## src/assert_macros.svh

```systemverilog
// assertion helpers shared by the rtl
`ifndef ASSERT_MACROS_SVH
`define ASSERT_MACROS_SVH

`ifndef ASSERT_OFF

// property must hold at every clock edge out of reset
`define GDS_ASSERT(label, clk, rstn, prop) \
  label: assert property (@(posedge clk) disable iff (!(rstn)) (prop)) \
    else $error("assertion failed");

// expression must never be true out of reset
`define GDS_NEVER(label, clk, rstn, expr) \
  label: assert property (@(posedge clk) disable iff (!(rstn)) !(expr)) \
    else $error("forbidden condition seen");

`else

`define GDS_ASSERT(label, clk, rstn, prop)
`define GDS_NEVER(label, clk, rstn, expr)

`endif

`endif

```

## src/gds_pkg.sv

```systemverilog
`timescale 1ns / 1ps

package gds_pkg;

  localparam int FRAC_BITS  = 8;
  localparam int CENTER_W   = 14;
  localparam int BOX_W      = 9;
  localparam int R2_SHIFT   = 2 * (FRAC_BITS + 8) - 5;
  localparam int TAB_AW_MAX = 13;

  localparam logic [31:0] EXP_STEP_Q32 = 32'd4228380000;

  localparam logic [1:0] OP_SPLAT = 2'd0;
  localparam logic [1:0] OP_READ  = 2'd1;
  localparam logic [1:0] OP_CLEAR = 2'd2;

  localparam logic [2:0] REG_SIZE_X   = 3'd0;
  localparam logic [2:0] REG_SIZE_Y   = 3'd1;
  localparam logic [2:0] REG_SIZE_Z   = 3'd2;
  localparam logic [2:0] REG_INV_SDEV = 3'd3;
  localparam logic [2:0] REG_REACH    = 3'd4;

  typedef struct packed {
    logic                  we;
    logic [TAB_AW_MAX-1:0] addr;
    logic [15:0]           data;
  } tab_wr_t;

  // first voxel index at or above c - reach
  function automatic logic [BOX_W-1:0] box_lo(input logic [CENTER_W-1:0] c,
                                               input logic [CENTER_W-1:0] rch);
    logic [CENTER_W:0] s;
    s = 15'(c) - 15'(rch) + 15'((1 << FRAC_BITS) - 1);
    if (c <= rch) begin
      return '0;
    end
    return BOX_W'(s >> FRAC_BITS);
  endfunction

  // last voxel index at or below c + reach, clipped to n - 1
  function automatic logic [BOX_W-1:0] box_hi(input logic [CENTER_W-1:0] c,
                                               input logic [CENTER_W-1:0] rch,
                                               input logic [BOX_W-1:0]    n);
    logic [CENTER_W:0] s;
    logic [BOX_W-1:0]  h;
    s = 15'(c) + 15'(rch);
    h = BOX_W'(s >> FRAC_BITS);
    if (h >= n) begin
      return n - BOX_W'(1);
    end
    return h;
  endfunction

endpackage

```

## src/gds_tab_fill.sv

```systemverilog
`timescale 1ns / 1ps

module gds_tab_fill import gds_pkg::*; #(
  parameter int EXP_ENTRIES = 1024
) (
  input  logic    clk,
  input  logic    rst_n,
  output tab_wr_t wr,
  output logic    done
);

  localparam int CW = $clog2(EXP_ENTRIES + 1);

  logic [CW-1:0] n_r;
  logic [32:0]   v_r;
  logic [63:0]   prod_r;
  logic          ph_r;
  logic          done_r;
  logic [17:0]   e;

  // per entry: a multiply phase, then a round and shift phase
  always_ff @(posedge clk) begin
    if (!rst_n) begin
      n_r    <= '0;
      v_r    <= 33'h1_0000_0000;
      ph_r   <= 1'b0;
      done_r <= 1'b0;
    end else if (!done_r) begin
      if (!ph_r) begin
        prod_r <= 64'(v_r[31:0]) * 64'(EXP_STEP_Q32);
        ph_r   <= 1'b1;
      end else begin
        v_r  <= v_r[32] ? 33'(EXP_STEP_Q32) : 33'((prod_r + 64'h8000_0000) >> 32);
        n_r  <= n_r + CW'(1);
        ph_r <= 1'b0;
        if (n_r == CW'(EXP_ENTRIES - 1)) begin
          done_r <= 1'b1;
        end
      end
    end
  end

  assign e       = 18'((34'(v_r) + 34'h8000) >> 16);
  assign wr.we   = !done_r && !ph_r;
  assign wr.addr = TAB_AW_MAX'(n_r);
  assign wr.data = (e > 18'hFFFF) ? 16'hFFFF : e[15:0];
  assign done    = done_r;

endmodule

```

## config.mk

```make
export PLATFORM = sky130hd
export DESIGN_NAME = gds_tab_fill
export DESIGN_NICKNAME = d
export VERILOG_FILES = /design/src/assert_macros.svh /design/src/gds_pkg.sv /design/src/gds_tab_fill.sv
export SDC_FILE = /design/constraint.sdc
export NUM_CORES = 1
export LEC_CHECK = 0
export ABC_AREA = 0
export CORE_MARGIN = 2
export CORE_UTILIZATION = 54
export DETAILED_ROUTE_END_ITERATION = 12
export DONT_BUFFER_PORTS = 1
export PLACE_DENSITY = 0.71
export REMOVE_ABC_BUFFERS = 1
export SLEW_MARGIN = 40
export SYNTH_ARGS = -nofsm -noshare
export SYNTH_HDL_FRONTEND = slang
export SYNTH_SLANG_ARGS = --single-unit
```

## constraint.sdc

```tcl
create_clock -name clk -period 8.1 [get_ports clk]
set_input_delay 0.81 -clock clk [delete_from_list [all_inputs] [get_ports clk]]
set_output_delay 0.81 -clock clk [all_outputs]
set_load 0.03 [all_outputs]
```

**Word level (Yosys, flattened, before mapping)**

Cells that the tools add are included.

- Register bits: 105
- Input bits: 2
- Output and inout port bits: 31
- Logic and storage cells: 24

- $add $sub $neg: 3
- Multipliers: 1
- Magnitude comparators: 1
- Eq/ne operators: 1
- Muxes and demuxes: 6
- Bitwise operators: 2
- Reduce and logical (&&, ||, !) cells: 5

Operator list:

| operator | number |
|---|---|
| adder 64 x 32 -> 64 bit (second input constant) | 1 |
| multiplier 32 x 27 -> 59 bit (second input constant) | 1 |
| adder 33 x 16 -> 34 bit (second input constant) | 1 |
| 2-to-1 mux 32 bit | 1 |
| greater-than comparator 18 x 16 -> 1 bit (second input constant) | 1 |
| 2-to-1 mux 16 bit | 1 |
| adder 11 x 1 -> 11 bit (second input constant) | 1 |
| == test 11 x 10 -> 1 bit (second input constant) | 1 |
| 2-to-1 mux 1 bit | 4 |
| AND reduction 3 bit | 1 |
| logical NOT 1 bit | 2 |
| inverter 1 bit | 2 |
| AND reduction 2 bit | 1 |
| logical AND 1 bit | 1 |

**Longest topological paths before layout**

- Word-level depth: 4
- Depth in mapped cells: 25
- Mapped depth without buffers: 25

**Worst setup path before layout**

Ideal clock, no wire load.

- Path type: reg2reg
- Start point: register v_r[7]
- End point: register prod_r[54] (data pin)
- Library setup time: 262 ps
- Data arrival time: 6402 ps
- Required time: 7838 ps
- Slack: 1436 ps
- Cell stages (with the launch flop): 25
- Path buffers: 1
- Period minus slack after synthesis: 6664 ps
- Cell sequence: dfxtp_1 > inv_1 > fa_1 > inv_1 > fa_1 > inv_1 > fa_1 > fa_1 > inv_1 > fa_1 > inv_1 > fa_1 > inv_1 > fa_1 > ha_1 > buf_2 > a21o_1 > a21oi_1 > nor3b_1 > a221oi_1 > a21oi_1 > a21oi_2 > a21oi_1 > o21bai_1 > xor2_1

- Cells in the longest elaborated chain, start to end: 1

Ends and longest elaborated chain:

| item | line | source |
|---|---|---|
| from (decl) | gds_tab_fill.sv:15 | `logic [32:0] v_r;` |
| from (signal assigned) | gds_tab_fill.sv:33 | `v_r <= v_r[32] ? 33'(EXP_STEP_Q32) : 33'((prod_r + 64'h8000_0000) >> 32);` |
| multiplier 32 x 27 -> 59 bit | gds_tab_fill.sv:30 | `prod_r <= 64'(v_r[31:0]) * 64'(EXP_STEP_Q32);` |
| to (signal assigned) | gds_tab_fill.sv:30 |  |
| to (decl) | gds_tab_fill.sv:16 | `logic [63:0] prod_r;` |

No other way between the ends.
A chain may end at the register's enable or synchronous reset.

**Final worst setup path**

- Start point: register v_r[9]
- End point: register prod_r[54] (data pin)

The elaborated chain is that of the path after synthesis.

==> reports/summary.txt <==
========================================================================================
Setup WS post-layout                                                           0.5809 ns
Global-route usage over all layers                                                0.3108
Die Area                                                                     35060 sq um
Final wirelength                                                            51400 microns
Clock transition at the registers of the reported paths                          0.07 ns
Share of layout cells above drive strength 1                                     0.02017
Placeable core region                                                        33280 sq um
Hold_buf cts                                                                           0
Sequential Area                                                               1912 sq um
Starting density of the core                                                      0.5448
Worst slew slack as a fraction of its limit                                       0.4885
Utilization after layout                                                          0.5701
I/O Pins                                                                              33
Source-to-sink clock delay at the later pin of the worst-skew pair               0.37 ns
Setup WS pre-CTS                                                               0.7032 ns
Relative area change from synthesis to final layout                               4.644%
Part of the Yosys area used for sequential elements                               0.1054
Antenna diode count                                                                    0
Vias                                                                               12883
RD Place Congestion                                                                1.040
Synthesized cell area                                                        18130 sq um
Largest net degree at the start of global routing                                     48
Setup repair after global routing missed its margin                                false
Number of enable-type register cells in the synthesized netlist                       33
Final-report max-slew violation count                                                  0
Number of sinks on the clock net                                                      79
Multi-input gate area in the final layout                                    14150 sq um
Max Buffers Root-to-Sink                                                               2
Finish-stage setup viols                                                               0
Critical path arrival                                                            7.63 ns
Post-synthesis cell count                                                           1833
Proportion of synthesized flip-flops having asynchronous set or reset                  0
Drt initial violations                                                              1136
Number of antenna-violating nets in the routed design                                  0
Number of rows created at floorplan                                                   67
Required @ worst endpoint                                                        8.21 ns
Net total in the final layout                                                       2470
Setup crit start                                                            v_r[9]$_SDFFE_PN0P_
CTS tree                                                                            done
DRC violations left                                                                    0
Startpoint of the most critical hold path                                          rst_n
Clk root buf                                                                sky130_fd_sc_hd__clkbuf_16
Seq cells post-synth                                                                  79
Total of buffers placed on input and output ports                                      0
Setup_tns                                                                           0 ns
Cell Count Post-Placement                                                           2266
Number of H-tree branching levels                                                      3
Die boundary height                                                         187.2 microns
Die X                                                                       187.2 microns
Global-route wire length before repair                                      80680 microns
Setup crit end kind                                                                 flop
1st-pass router iterations                                                             5
Post-CTS repair timing setup buffer count                                              0
Avg Synthesized Cell Area                                                    9.892 sq um
Aggregate global routing overflow                                                      0
Most frequently used flop master after synthesis                            sky130_fd_sc_hd__dfxtp_1
Number of violations of the max-capacitance limit                                      0
Vias in the first global route                                                     13620
WS Path Type                                                                     reg2reg
Classification of the worst-slack hold path                                       in2reg
CTS buffer count                                                                       9
Routed length per placed instance                                           22.52 microns
Minimum clock period after layout                                               7.519 ns
Cts repair resizes                                                                     0
Run status                                                                  finished, final reports clean
Total half-perimeter wirelength after legalization and detailed placement   45150 microns
Post-Route Skew                                                               0.01369 ns
Maximum fanout along the worst path                                                    6
Count of final hold-check violations                                                   0
Number of distinct library cells after synthesis                                      57
Nature of the critical path startpoint                                              flop
Post-DR vias/cell                                                                  5.645
Critical register-to-register path startpoint                               v_r[9]$_SDFFE_PN0P_
Final Instance Count excl. Fillers                                                  2282
Final worst-path cycle share                                                      0.9283
Number of antenna violations at the first check in global routing                      0
FMAX                                                                           133.0 MHz
Slew at the pin closest to its max-slew limit                                  0.7664 ns
Number of warnings reported in the yosys synthesis log                                 0
Layout filler cell count                                                            2920
========================================================================================
synthesized netlist by cell type, types with 8 or more instances:
cell type | count | share of area
sky130_fd_sc_hd__clkbuf_1 | 20 | 0.0041
sky130_fd_sc_hd__nor2_1 | 47 | 0.0097
sky130_fd_sc_hd__a31oi_1 | 8 | 0.0028
sky130_fd_sc_hd__xor2_1 | 28 | 0.014
sky130_fd_sc_hd__edfxtp_1 | 33 | 0.055
sky130_fd_sc_hd__a22oi_1 | 16 | 0.0066
sky130_fd_sc_hd__nor3_1 | 9 | 0.0025
sky130_fd_sc_hd__dfxtp_1 | 46 | 0.051
sky130_fd_sc_hd__a21oi_1 | 76 | 0.021
sky130_fd_sc_hd__o21bai_1 | 10 | 0.0041
sky130_fd_sc_hd__xnor2_1 | 62 | 0.030
sky130_fd_sc_hd__and2_1 | 12 | 0.0041
sky130_fd_sc_hd__and3_1 | 12 | 0.0041
sky130_fd_sc_hd__fa_1 | 368 | 0.41
sky130_fd_sc_hd__inv_1 | 524 | 0.11
sky130_fd_sc_hd__nand2_1 | 89 | 0.018
sky130_fd_sc_hd__o21ai_0 | 46 | 0.013
sky130_fd_sc_hd__a21o_1 | 19 | 0.0079
sky130_fd_sc_hd__ha_1 | 271 | 0.19
sky130_fd_sc_hd__nand3_1 | 24 | 0.0066
sky130_fd_sc_hd__nor2b_1 | 17 | 0.0059
sky130_fd_sc_hd__nand4_1 | 21 | 0.0072
kinds of logic after synthesis:
family | after synthesis | synth area share
adder cells (fa/ha/maj) | 639 | 0.5933
buffers and inverters | 550 | 0.1145
AND/OR/NAND/NOR | 252 | 0.06686
AO/OA/AOI/OAI | 222 | 0.07618
XOR/XNOR | 90 | 0.04347
flip-flops | 79 | 0.1054
other | 1 | 0.0002068
metrics by stage:
step           hold slack (ns)  instance area (sq um)
6_report                0.5021                  18970
5_1_grt                 0.4938                  18970
4_1_cts                 0.4970                  18970
3_5_place_dp            0.5733                  18670
3_3_place_gp            0.5688                  18660
2_1_floorplan           0.4687                  18030
routing by layer:
layer	part of all wire	global-route usage	routed length (microns)
met1	0.40	0.4067	20760
met2	0.48	0.5102	24740
met3	0.072	0.06454	3682
met4	0.043	0.1200	2210
met5	0	0	0
critical path: stages, from the launching register on:
cell	delay, ns
sky130_fd_sc_hd__dfxtp_1	0.46
sky130_fd_sc_hd__inv_1	0.16
sky130_fd_sc_hd__fa_1	0.70
sky130_fd_sc_hd__inv_1	0.10
sky130_fd_sc_hd__fa_1	0.55
sky130_fd_sc_hd__inv_1	0.06
sky130_fd_sc_hd__fa_1	0.52
sky130_fd_sc_hd__fa_1	0.57
sky130_fd_sc_hd__inv_1	0.06
sky130_fd_sc_hd__fa_1	0.53
sky130_fd_sc_hd__inv_1	0.06
sky130_fd_sc_hd__fa_1	0.55
sky130_fd_sc_hd__inv_1	0.06
sky130_fd_sc_hd__fa_1	0.49
sky130_fd_sc_hd__ha_1	0.38
sky130_fd_sc_hd__and2_1	0.20
sky130_fd_sc_hd__a21oi_1	0.26
sky130_fd_sc_hd__nor3b_1	0.23
sky130_fd_sc_hd__a221oi_1	0.10
sky130_fd_sc_hd__a21oi_1	0.44
sky130_fd_sc_hd__a21oi_2	0.19
sky130_fd_sc_hd__a21oi_1	0.32
sky130_fd_sc_hd__o21bai_1	0.12
sky130_fd_sc_hd__xor2_1	0.16
final timing paths:
kind	to	slack (ns)	cells past startpoint
worst min register to register	v_r[31]$_SDFFE_PN0P_	0.60	2
worst min-delay path	v_r[32]$_SDFFE_PN1P_	0.50	1
worst max register to register	prod_r[54]$_DFFE_PP_	0.58	23
worst max-delay path	prod_r[54]$_DFFE_PP_	0.58	23
state kept, by name, summed over array words and instances (netlist names):
name,flops
v_r,33
n_r,11
ph_r,1
done,1
prod_r,33
layout make-up:
class	count	area share
Clock buffer	11	0.01279
Clock inverter	5	0.003363
Inverter	524	0.1037
Multi-Input combinational cell	1205	0.7459
Sequential cell	79	0.1008
Tap cell	448	0.02954
Timing Repair Buffer	10	0.003956
cell usage in the layout, fill, tap and decap left out, drive strengths merged, types with 17 or more instances in the layout:
cell / n
nand2: 89
a21o: 19
edfxtp: 33
nor2b: 17
nand4: 21
nand3: 24
xnor2: 62
fa: 368
nor2: 47
o21ai: 51
xor2: 28
inv: 526
dfxtp: 46
a21oi: 77
ha: 271
Power is left out: the tool's default activity adds up to more than one toggle a clock period on the data nets, which glitch-free logic cannot reach.
